## src/rtl/ppld_pkg.sv

```systemverilog
package ppld_pkg;

  localparam int CHAN_COUNT = 8;
  localparam int CH_IDX_W   = (CHAN_COUNT > 1) ? $clog2(CHAN_COUNT) : 1;

  localparam logic [31:0] TAP_MASK    = 32'h8000_2001;
  localparam logic [6:0]  EARLY_LIMIT = 7'd94;
  localparam logic [6:0]  EARLY_SAT   = 7'd95;
  localparam logic [5:0]  PHASE_MAX   = 6'd63;

  typedef struct packed {
    logic [2:0]  channel;
    logic [31:0] sample_word;
    logic        block_start;
  } ppld_in_t;

  typedef struct packed {
    logic       locked;
    logic [5:0] phase;
    logic       lost_lock;
    logic       new_lock;
    logic       block_status;
  } ppld_out_t;

  typedef enum logic [2:0] {
    ST_IDLE,
    ST_PREP,
    ST_STEP,
    ST_SEARCH,
    ST_FINISH
  } ppld_state_t;

  typedef struct packed {
    logic take;
    logic prep;
    logic step;
    logic search;
    logic commit;
  } ppld_cmd_t;

  typedef struct packed {
    logic search_needed;
    logic match;
    logic last_rot;
    logic out_free;
  } ppld_sts_t;

  function automatic logic [63:0] rotl64(input logic [63:0] v, input logic [5:0] k);
    logic [127:0] dbl;
    dbl = {v, v} << k;
    return dbl[127:64];
  endfunction

  // diff must be nonzero
  function automatic logic [5:0] lowest_one_index(input logic [63:0] d);
    logic [63:0] iso;
    logic [5:0]  r;
    iso = d & (~d + 64'd1);
    r = '0;
    for (int b = 0; b < 6; b++) begin
      for (int j = 0; j < 64; j++) begin
        if (j[b]) begin
          r[b] = r[b] | iso[j];
        end
      end
    end
    return r;
  endfunction

endpackage

```

## src/rtl/pilot_parity_lock_detector_unit.sv

```systemverilog
// Pilot parity lock detector with one independent detector per channel.
// Input beats (in_valid / in_stall) carry a channel number, a 32-bit PCM
// word and a block-start mark; each beat yields exactly one result beat
// (out_valid / out_stall) with lock state, phase, lost/new lock flags and
// the channel's running block status.
// The pilot pattern is written through cfg_wr_en / cfg_wr_data; the user
// must write it only while idle: the block itself does not enforce this.
// The rotation search runs only for an in-range channel that is neither locked nor skipping.
// The search compares one rotation of the pilot per cycle (64 at most);
// the next beat can be taken in the cycle after the result is registered,
// and no new beat is taken while one is still being worked on.
// The output register lets a new beat in while a result waits; a stalled
// result holds and the block waits to commit the next one until it goes.
// Synchronous reset clears all channel state, the pilot pattern and both
// channel handshakes.
module pilot_parity_lock_detector_unit (
  input  logic                clk,
  input  logic                rst_n,
  input  logic                in_valid,
  output logic                in_stall,
  input  ppld_pkg::ppld_in_t  in_data,
  output logic                out_valid,
  input  logic                out_stall,
  output ppld_pkg::ppld_out_t out_data,
  input  logic                cfg_wr_en,
  input  logic [63:0]         cfg_wr_data
);
  import ppld_pkg::*;

  ppld_cmd_t cmd;
  ppld_sts_t sts;

  ppld_ctrl u_ctrl (
    .clk      (clk),
    .rst_n    (rst_n),
    .in_valid (in_valid),
    .in_stall (in_stall),
    .sts      (sts),
    .cmd      (cmd)
  );

  ppld_dp u_dp (
    .clk         (clk),
    .rst_n       (rst_n),
    .in_data     (in_data),
    .cfg_wr_en   (cfg_wr_en),
    .cfg_wr_data (cfg_wr_data),
    .cmd         (cmd),
    .sts         (sts),
    .out_valid   (out_valid),
    .out_stall   (out_stall),
    .out_data    (out_data)
  );

endmodule

```

## src/rtl/ppld_ctrl.sv

```systemverilog
module ppld_ctrl (
  input  logic                clk,
  input  logic                rst_n,
  input  logic                in_valid,
  output logic                in_stall,
  input  ppld_pkg::ppld_sts_t sts,
  output ppld_pkg::ppld_cmd_t cmd
);
  import ppld_pkg::*;

  ppld_state_t state_r, state_nxt;

  always_ff @(posedge clk) begin
    if (!rst_n) begin
      state_r <= ST_IDLE;
    end else begin
      state_r <= state_nxt;
    end
  end

  always_comb begin
    state_nxt = state_r;
    unique case (state_r)
      ST_IDLE: begin
        if (in_valid) state_nxt = ST_PREP;
      end
      ST_PREP: state_nxt = ST_STEP;
      ST_STEP: begin
        state_nxt = sts.search_needed ? ST_SEARCH : ST_FINISH;
      end
      ST_SEARCH: begin
        if (sts.match || sts.last_rot) state_nxt = ST_FINISH;
      end
      ST_FINISH: begin
        if (sts.out_free) state_nxt = ST_IDLE;
      end
      default: state_nxt = ST_IDLE;
    endcase
  end

  always_comb begin
    in_stall   = (state_r != ST_IDLE);
    cmd        = '0;
    cmd.take   = (state_r == ST_IDLE) && in_valid;
    cmd.prep   = (state_r == ST_PREP);
    cmd.step   = (state_r == ST_STEP);
    cmd.search = (state_r == ST_SEARCH);
    cmd.commit = (state_r == ST_FINISH) && sts.out_free;
  end

endmodule

```

## src/rtl/ppld_dp.sv

```systemverilog
module ppld_dp (
  input  logic                clk,
  input  logic                rst_n,
  input  ppld_pkg::ppld_in_t  in_data,
  input  logic                cfg_wr_en,
  input  logic [63:0]         cfg_wr_data,
  input  ppld_pkg::ppld_cmd_t cmd,
  output ppld_pkg::ppld_sts_t sts,
  output logic                out_valid,
  input  logic                out_stall,
  output ppld_pkg::ppld_out_t out_data
);
  import ppld_pkg::*;

  // per-channel state
  logic [31:0] par_hist_r  [CHAN_COUNT];
  logic [63:0] chain_hist_r[CHAN_COUNT];
  logic        lock_flag_r [CHAN_COUNT];
  logic [5:0]  lock_phase_r[CHAN_COUNT];
  logic [5:0]  skip_cnt_r  [CHAN_COUNT];
  logic [6:0]  early_cnt_r [CHAN_COUNT];
  logic        status_bit_r[CHAN_COUNT];

  logic [63:0] pilot_r;

  // item and work registers
  logic [2:0]  ch_r;
  logic [31:0] word_r;
  logic        start_r;
  logic [31:0] par_r;
  logic [63:0] chain_r;
  logic        lock_r;
  logic [5:0]  phase_r;
  logic [5:0]  skip_r;
  logic [6:0]  early_r;
  logic        status_r;
  logic        lost_r;
  logic        found_r;
  logic [63:0] rot_r;
  logic [5:0]  idx_r;
  logic [5:0]  best_r;

  logic        out_valid_r;
  ppld_out_t   out_data_r;

  logic [CH_IDX_W-1:0] ci;
  logic [4:0]          ch_ext;
  logic                in_range;
  logic [31:0]         par_new;
  logic [63:0]         chain_new;
  logic [5:0]          ph_inc;
  logic [63:0]         diff;
  logic [5:0]          tz;
  logic [5:0]          best_nxt;
  logic [6:0]          early_inc;

  assign ci        = CH_IDX_W'(ch_r);
  assign ch_ext    = 5'(ch_r);
  assign in_range  = ch_ext < 5'(CHAN_COUNT);
  assign par_new   = {par_hist_r[ci][30:0], ^word_r};
  assign chain_new = {chain_hist_r[ci][62:0], ^(par_new & TAP_MASK)};
  assign ph_inc    = phase_r + 6'd1;
  assign diff      = chain_r ^ rot_r;
  assign tz        = lowest_one_index(diff);
  assign best_nxt  = (tz > best_r) ? tz : best_r;
  assign early_inc = (early_r < EARLY_SAT) ? early_r + 7'd1 : early_r;

  always_comb begin
    sts               = '0;
    sts.search_needed = in_range && !lock_r && (skip_r == '0);
    sts.match         = (diff == '0);
    sts.last_rot      = (idx_r == PHASE_MAX);
    sts.out_free      = !out_valid_r || !out_stall;
  end

  always_ff @(posedge clk) begin
    if (!rst_n) begin
      pilot_r <= '0;
    end else if (cfg_wr_en) begin
      pilot_r <= cfg_wr_data;
    end
  end

  always_ff @(posedge clk) begin
    if (cmd.take) begin
      ch_r    <= in_data.channel;
      word_r  <= in_data.sample_word;
      start_r <= in_data.block_start;
    end

    if (cmd.prep) begin
      par_r    <= par_new;
      chain_r  <= chain_new;
      lock_r   <= lock_flag_r[ci];
      phase_r  <= lock_phase_r[ci];
      skip_r   <= skip_cnt_r[ci];
      early_r  <= early_cnt_r[ci];
      status_r <= start_r ? lock_flag_r[ci] : status_bit_r[ci];
      lost_r   <= 1'b0;
      found_r  <= 1'b0;
      rot_r    <= pilot_r;
      idx_r    <= '0;
      best_r   <= '0;
    end

    if (cmd.step && in_range) begin
      if (lock_r) begin
        phase_r <= ph_inc;
        if (chain_r != rotl64(pilot_r, ph_inc)) begin
          lock_r   <= 1'b0;
          status_r <= 1'b0;
          lost_r   <= 1'b1;
        end
      end else if (skip_r != '0) begin
        skip_r <= skip_r - 6'd1;
      end
    end

    if (cmd.search) begin
      if (diff == '0) begin
        lock_r  <= 1'b1;
        phase_r <= idx_r;
        found_r <= 1'b1;
        if (early_r <= EARLY_LIMIT) status_r <= 1'b1;
      end else begin
        best_r <= best_nxt;
        skip_r <= PHASE_MAX - best_nxt;
        rot_r  <= {rot_r[62:0], rot_r[63]};
        idx_r  <= idx_r + 6'd1;
      end
    end

    if (cmd.commit) begin
      if (in_range) begin
        out_data_r.locked       <= lock_r;
        out_data_r.phase        <= lock_r ? phase_r : 6'd0;
        out_data_r.lost_lock    <= lost_r;
        out_data_r.new_lock     <= found_r;
        out_data_r.block_status <= status_r;
      end else begin
        out_data_r <= '0;
      end
    end
  end

  always_ff @(posedge clk) begin
    if (!rst_n) begin
      for (int c = 0; c < CHAN_COUNT; c++) begin
        par_hist_r[c]   <= '0;
        chain_hist_r[c] <= '0;
        lock_flag_r[c]  <= 1'b0;
        lock_phase_r[c] <= '0;
        skip_cnt_r[c]   <= '0;
        early_cnt_r[c]  <= '0;
        status_bit_r[c] <= 1'b0;
      end
    end else if (cmd.commit && in_range) begin
      par_hist_r[ci]   <= par_r;
      chain_hist_r[ci] <= chain_r;
      lock_flag_r[ci]  <= lock_r;
      lock_phase_r[ci] <= phase_r;
      skip_cnt_r[ci]   <= skip_r;
      early_cnt_r[ci]  <= early_inc;
      status_bit_r[ci] <= status_r;
    end
  end

  always_ff @(posedge clk) begin
    if (!rst_n) begin
      out_valid_r <= 1'b0;
    end else if (cmd.commit) begin
      out_valid_r <= 1'b1;
    end else if (out_valid_r && !out_stall) begin
      out_valid_r <= 1'b0;
    end
  end

  assign out_valid = out_valid_r;
  assign out_data  = out_data_r;

endmodule

```

## config.mk

```make
export PLATFORM = sky130hd
export DESIGN_NAME = pilot_parity_lock_detector_unit
export DESIGN_NICKNAME = d
export VERILOG_FILES = /design/src/rtl/ppld_pkg.sv /design/src/rtl/pilot_parity_lock_detector_unit.sv /design/src/rtl/ppld_ctrl.sv /design/src/rtl/ppld_dp.sv
export SDC_FILE = /design/constraint.sdc
export NUM_CORES = 2
export LEC_CHECK = 0
export BUFFER_PORTS_ARGS = -buffer_cell sky130_fd_sc_hd__buf_2
export CORE_ASPECT_RATIO = 1.75
export CORE_UTILIZATION = 57
export DETAILED_ROUTE_END_ITERATION = 10
export MAX_ROUTING_LAYER = met4
export PLACE_DENSITY = 0.74
export SLEW_MARGIN = 15
export SYNTH_ARGS = -nofsm -noshare
export SYNTH_HDL_FRONTEND = slang
export SYNTH_SLANG_ARGS = --single-unit
```

## constraint.sdc

```tcl
create_clock -name clk -period 4.8 [get_ports clk]
set_clock_uncertainty 0.2 [all_clocks]
set_input_delay 0 -clock clk [delete_from_list [all_inputs] [get_ports clk]]
set_output_delay 0 -clock clk [all_outputs]
set_load 0.005 [all_outputs]
```

## Word level (Yosys, flattened, before mapping)

Memories as Yosys holds them, arrays and structs flattened. A register that Yosys moved wholly into a read port is not among the register bits.
Index checks and enable logic that the tools add are counted.

- Flip-flop bits (word level): 302
- RAM bits: 936
- Bits of input ports: 105
- Output and inout port bits: 12
- Word-level logic and storage cells: 347
- Memories kept: 7

Memory list:

| memory | words | width | rd ports | clocked after Yosys merged registers in | write ports | RTL line | text |
|---|---|---|---|---|---|---|---|
| u_dp.chain_hist_r | 8 | 64 | 1 | 1 | 8 | ppld_dp.sv:17 | `logic [63:0] chain_hist_r[CHAN_COUNT];` |
| u_dp.par_hist_r | 8 | 32 | 1 | 1 | 8 | ppld_dp.sv:16 | `logic [31:0] par_hist_r [CHAN_COUNT];` |
| u_dp.early_cnt_r | 8 | 7 | 1 | 1 | 8 | ppld_dp.sv:21 | `logic [6:0] early_cnt_r [CHAN_COUNT];` |
| u_dp.lock_phase_r | 8 | 6 | 1 | 1 | 8 | ppld_dp.sv:19 | `logic [5:0] lock_phase_r[CHAN_COUNT];` |
| u_dp.skip_cnt_r | 8 | 6 | 1 | 1 | 8 | ppld_dp.sv:20 | `logic [5:0] skip_cnt_r [CHAN_COUNT];` |
| u_dp.lock_flag_r | 8 | 1 | 1 | 1 | 8 | ppld_dp.sv:18 | `logic lock_flag_r [CHAN_COUNT];` |
| +1 memories | - | - | - | - | - | - |  |

- $add $sub $neg: 6
- Magnitude comparators: 4
- Eq/ne operators: 9
- Shifts and indexed selects: 1
- Muxes and demuxes: 80
- Bitwise logic cells: 189
- Reduce and logical (&&, ||, !) cells: 29

Operator list:

| operator | number |
|---|---|
| $mux W64 | 4 |
| $or A1 B1 Y1 | 186 |
| $shl A128 B6 Y128 | 1 |
| $mux W6 | 20 |
| $add A64 B1 Y64 const B | 1 |
| $and A64 B64 Y64 | 1 |
| $logic_not A64 Y1 | 1 |
| $ne A64 B64 Y1 | 1 |
| $not A64 Y64 | 1 |
| $reduce_or A64 Y1 | 1 |
| $reduce_xor A32 Y1 | 2 |
| $xor A64 B64 Y64 | 1 |
| $mux W3 | 16 |
| $mux W1 | 36 |
| $mux W32 | 1 |
| $reduce_or A32 Y1 | 1 |
| $pmux W3 S5 | 1 |
| $mux W7 | 2 |
| $add A6 B1 Y6 const B | 2 |
| $reduce_or A6 Y1 | 2 |
| $add A7 B1 Y7 const B | 1 |
| $le A7 B7 Y1 const B | 1 |
| $logic_and A1 B1 Y1 | 7 |
| $lt A7 B7 Y1 const B | 1 |
| 21 further kinds | 27 |

## Logic depth before layout (Yosys ltp)

- Depth after elaboration: 40
- Gate-level depth with buffers: 22
- Depth with buffers taken out: 20

## Modules after synthesis

Synthesis repeated with hierarchy kept, for this count alone.

- Cell total of the unflattened synthesis: 4774
- Area total of the unflattened synthesis: 59972.5 um^2

By module, submodules not included:

| module | instances | cells each | area an instance (um^2) | seq. area each (um^2) |
|---|---|---|---|---|
| ppld_dp | 1 | 4747 | 59738.5 | 35173.7 |
| ppld_ctrl | 1 | 27 | 234.0 | 60.1 |

## Worst setup path after synthesis

OpenSTA, ideal clock, no wires.

- Path type: register to register
- From: register u_ctrl.state_r[1]
- To: memory u_dp.chain_hist_r[3][0], enable pin
- Data arrival time: 4671 ps
- Data required time: 4124 ps
- Setup slack: -547 ps
- Stages on the path, launching flop included: 10
- Period minus slack after synthesis: 5347 ps
- Cell sequence: dfxtp_1 clkbuf_1 nor2_1 nand2_1 a21oi_1 and2_1 clkbuf_1 nand2_1 clkbuf_1 nand2_1

RTL lines:

| what | RTL line | text |
|---|---|---|
| start: declaration | ppld_ctrl.sv:11 | `ppld_state_t state_r, state_nxt;` |
| start signal: assignment | ppld_ctrl.sv:17 | `state_r <= state_nxt;` |
| end: declaration | ppld_dp.sv:17 |  |

## Final worst setup path

- From: register u_dp.phase_r[0]
- To: register u_dp.lost_r

- Word-level cells in the longest chain between the ends: 6

Ends and longest elaborated chain:

| what | RTL line | text |
|---|---|---|
| start: declaration | ppld_dp.sv:33 | `logic [5:0] phase_r;` |
| start signal: assignment | ppld_dp.sv:95 | `phase_r <= lock_phase_r[ci];` |
| start signal: assignment | ppld_dp.sv:108 | `phase_r <= ph_inc;` |
| start signal: assignment | ppld_dp.sv:122 | `phase_r <= idx_r;` |
| $add A6 B1 Y6 | ppld_dp.sv:62 | `assign ph_inc = phase_r + 6'd1;` |
| $shl A128 B6 Y128 | ppld_pkg.sv:50 | `dbl = {v, v} << k;` |
| $ne A64 B64 Y1 | ppld_dp.sv:109 | `if (chain_r != rotl64(pilot_r, ph_inc)) begin` |
| $mux W1 | ppld_dp.sv:109 |  |
| $mux W1 | ppld_dp.sv:107 | `if (lock_r) begin` |
| $mux W1 | ppld_dp.sv:106 | `if (cmd.step && in_range) begin` |
| end signal: assignment | ppld_dp.sv:99 | `lost_r <= 1'b0;` |
| end signal: assignment | ppld_dp.sv:112 | `lost_r <= 1'b1;` |
| end: declaration | ppld_dp.sv:37 | `logic lost_r;` |

No other way between the ends.
A chain may end at the register's enable or synchronous reset.

==> results.md <==
- Pint: 25.2 mW
- Post-synth top area share: 0.537
- Switching Share: 0.374
- VDD IR-drop max: 469 µV
- GR Util All Layers: 0.401
- Sequential share of power: 0.338
- Root Driver: clkbuf_16
- Pwr/cell area: 571 nW/µm²
- Residual DRC: 0
- Cells after synthesis: 4,614
- Final wirelength: 205,000 µm
- Register area share after synthesis: 0.595
- Final worst-path cycle share: 0.997
- Ys async rst share: 0
- Final-report max-slew violation count: 0
- Post-synth top area cell: edfxtp_1
- Reg clk slew, reported paths: 0.07 ns
- IO buf count: 116
- Outcome: completed
- Clock power frac: 0.231
- Tmin final: 4.79 ns
- Crit path launch type: register
- Switching power total: 15.1 mW
- Fin cells: 6,531
- Top cells by area, synth: edfxtp_1 (54%), and2_1 (6.6%), mux4_2 (6.0%), dfxtp_1 (5.9%), mux2i_1 (3.9%)
- Worst Setup Slack post-DPL: -0.199 ns
- Arr. time, crit path: 5.17 ns
- Syn_nets: 4,730
- GRT overflow: 0
- Initial core utilization: 0.574
- HP Class: input pin to register
- I/O pins: 117
- Hold Slack: 0.0631 ns
- Vias per cell: 6.53
- Cell variety after synth: 80
- CP max FO: 12
- Area delta synth->final: 18.9%
- Post-synth top flop: edfxtp_1
- Die height: 428 µm
- Clk_lat worst skew: 0.75 ns
- Endpoint class of the critical path: register
- Slew HR: 0.278
- FP Rows: 156
- Clock Sinks: 1,231
- Worst slew pin tran: 1.08 ns
- Initial antenna violation count: 2
- Average wire per standard cell: 31.4 µm
- Core ar.: 103,000 µm²
- Final setup vio count: 0
- FF-to-FF setup slack: 0.01 ns
- Final setup margin: 0.0129 ns
- Layout cell share with drive strength beyond 1: 0.200
- Number of synthesized flops with an enable pin: 1,058
- Most frequent cells after synthesis: edfxtp_1 (1,058), and2_1 (626), clkbuf_1 (344), a22oi_1 (282), nand2_1 (269)
- Die width: 246 µm
- Leakage Power: 26.9 nW
- 1st-iter DRT viols: 4,704
- GPL Wtd Cong: 1.03
- Yosys warns: 0
- TritonCTS clock tree: yes
- Largest net degree at the start of global routing: 174
- Via count: 42,700
- Hold Violations, Final: 0
- Global-route wire length before repair: 293,000 µm
- Clk buf depth: 3
- Final #Nets: 5,206
- FMAX: 209 MHz
- Final core area utilization: 0.683
- Worst Setup Path Type: register to register
- Combinational power share: 0.431
- DP HPWL: 131,000 µm
- Htree depth: 3
- Die area: 105,000 µm²
- Drt first pass iters: 9
- #FFs+latches synth: 1,231
- Mean Syn Cell Area: 12.8 µm²
- Total CTS buffers: 107
- Antenna Nets Post-Route: 0
- Cell with the most instances after synthesis: edfxtp_1
- Fin Setup TNS: 0 ns
- Placed insts: 6,073
- Synth Cell Area: 59,200 µm²
- Vias in the first global route: 43,200
- Worst Path Required: 5.19 ns
- Max-cap violation count: 0
-- critical path, stage by stage, from the launching register on --
cell and delay [ns]:
dfxtp_4 0.35, ha_4 0.41, buf_6 0.25, mux2i_4 0.41, buf_4 0.23, mux4_2 0.37, buf_4 0.15, mux2i_1 0.09
mux2i_1 0.36, xor2_1 0.25, nand4_1 0.12, a32oi_1 0.20, buf_4 0.17, o211a_1 0.29, o211ai_1 0.26, o31ai_2 0.27
buf_4 0.17, nand2_1 0.05
-- repair_timing --
| action | 4_1_cts | 5_1_grt |
|---|---|---|
| endpoints found under the hold margin | 214 | 0 |
| gates resized for setup | 14 | 75 |
| setup buffers | 4 | 11 |
| cloned | 0 | 2 |
| setup endpoints to repair | 21 | 21 |
| hold buffers | 234 | 0 |
| pin swaps | 2 | 10 |
-- per-stage QoR --
stage	area (µm²)	power, mW
detailed placement	63600	29.7
global placement	63600	29.7
finish	70400	40.2
global route	70400	41.3
CTS	69900	39.1
floorplan	59200	22.6
-- flip-flops by register name, indices dropped and copies added (netlist names), 32 cells and up, named ones only --
| name | flops |
|---|---|
| u_dp.chain_hist_r | 504 |
| u_dp.par_hist_r | 248 |
| u_dp.chain_r | 64 |
| u_dp.pilot_r | 64 |
| u_dp.rot_r | 64 |
| u_dp.early_cnt_r | 56 |
| u_dp.lock_phase_r | 48 |
| u_dp.skip_cnt_r | 48 |
| u_dp.word_r | 32 |
-- metal layers --
metal | vias up | track usage | part of all wire
met5 | - | - | 0
met4 | 0 | 0.274 | 0.083
met3 | 681 | 0.0495 | 0.073
met2 | 2528 | 0.670 | 0.51
met1 | 21300 | 0.445 | 0.34
li1 | 18200 | - | -
-- area by class of cell --
cell class / count / area, µm²
fill: 7243 / 32700
antenna: 3 / 7.51
tap: 1343 / 1680
clock inverter: 75 / 911
sequential: 1231 / 35200
inverter: 23 / 93.8
timing repair buffer: 772 / 6760
clock buffer: 129 / 2850
multi-input combinational: 2955 / 22800
-- layout by cell type, fill, tap and decap left out, types with 9 or more instances in the layout --
cell,instances
dfxtp_1,169
clkbuf_1,15
a32o_1,13
and3_1,215
a211oi_1,21
nand3_1,53
inv_1,19
o211ai_1,12
dlygate4sd3_1,234
xor2_1,115
mux2_2,50
nand2b_1,11
nor4_1,11
bufinv_16,17
o22ai_1,10
buf_12,49
a221oi_1,9
xnor2_1,108
mux4_2,158
clkinv_2,23
ha_1,10
mux2i_1,198
nand4_1,88
nand2_1,260
and2_1,624
mux2i_2,28
clkinv_1,20
nor2_1,216
buf_2,114
a22oi_1,282
clkbuf_16,111
a21oi_1,45
mux2_1,10
nor3_1,25
nor2b_1,69
edfxtp_1,1058
o21ai_0,58
a31oi_1,79
buf_4,370
-- logic make-up after synthesis --
kind of cell    share of synthesized area
xor+xnor                           0.0360
buf+inv                            0.0300
compound gates                     0.0727
mux                                 0.111
flops                               0.595
simple gates                        0.153
fa+ha+maj                         0.00233
-- power groups by stage --
stage	Sequential [mW]	Combinational, mW	Clock, mW
2_1_floorplan	13.4	9.17	0
3_5_place_dp	13.8	15.9	0
5_1_grt	13.7	17.9	9.69
3_3_place_gp	13.7	15.9	0
6_report	13.6	17.3	9.29
4_1_cts	13.6	16.2	9.32
-- final timing paths --
check	startpoint	to	depth (start not counted)
worst min register to register	u_dp.found_r$_DFF_P_	u_dp.out_data[1]$_DFFE_PP_	0
worst max register to register	u_dp.phase_r[0]$_DFF_P_	u_dp.lost_r$_DFF_P_	17
worst min-delay path	cfg_wr_en	u_dp.pilot_r[24]$_SDFFE_PN0P_	4
worst max-delay path	u_dp.phase_r[0]$_DFF_P_	u_dp.lost_r$_DFF_P_	17
(Power assumes the default switching activity.)
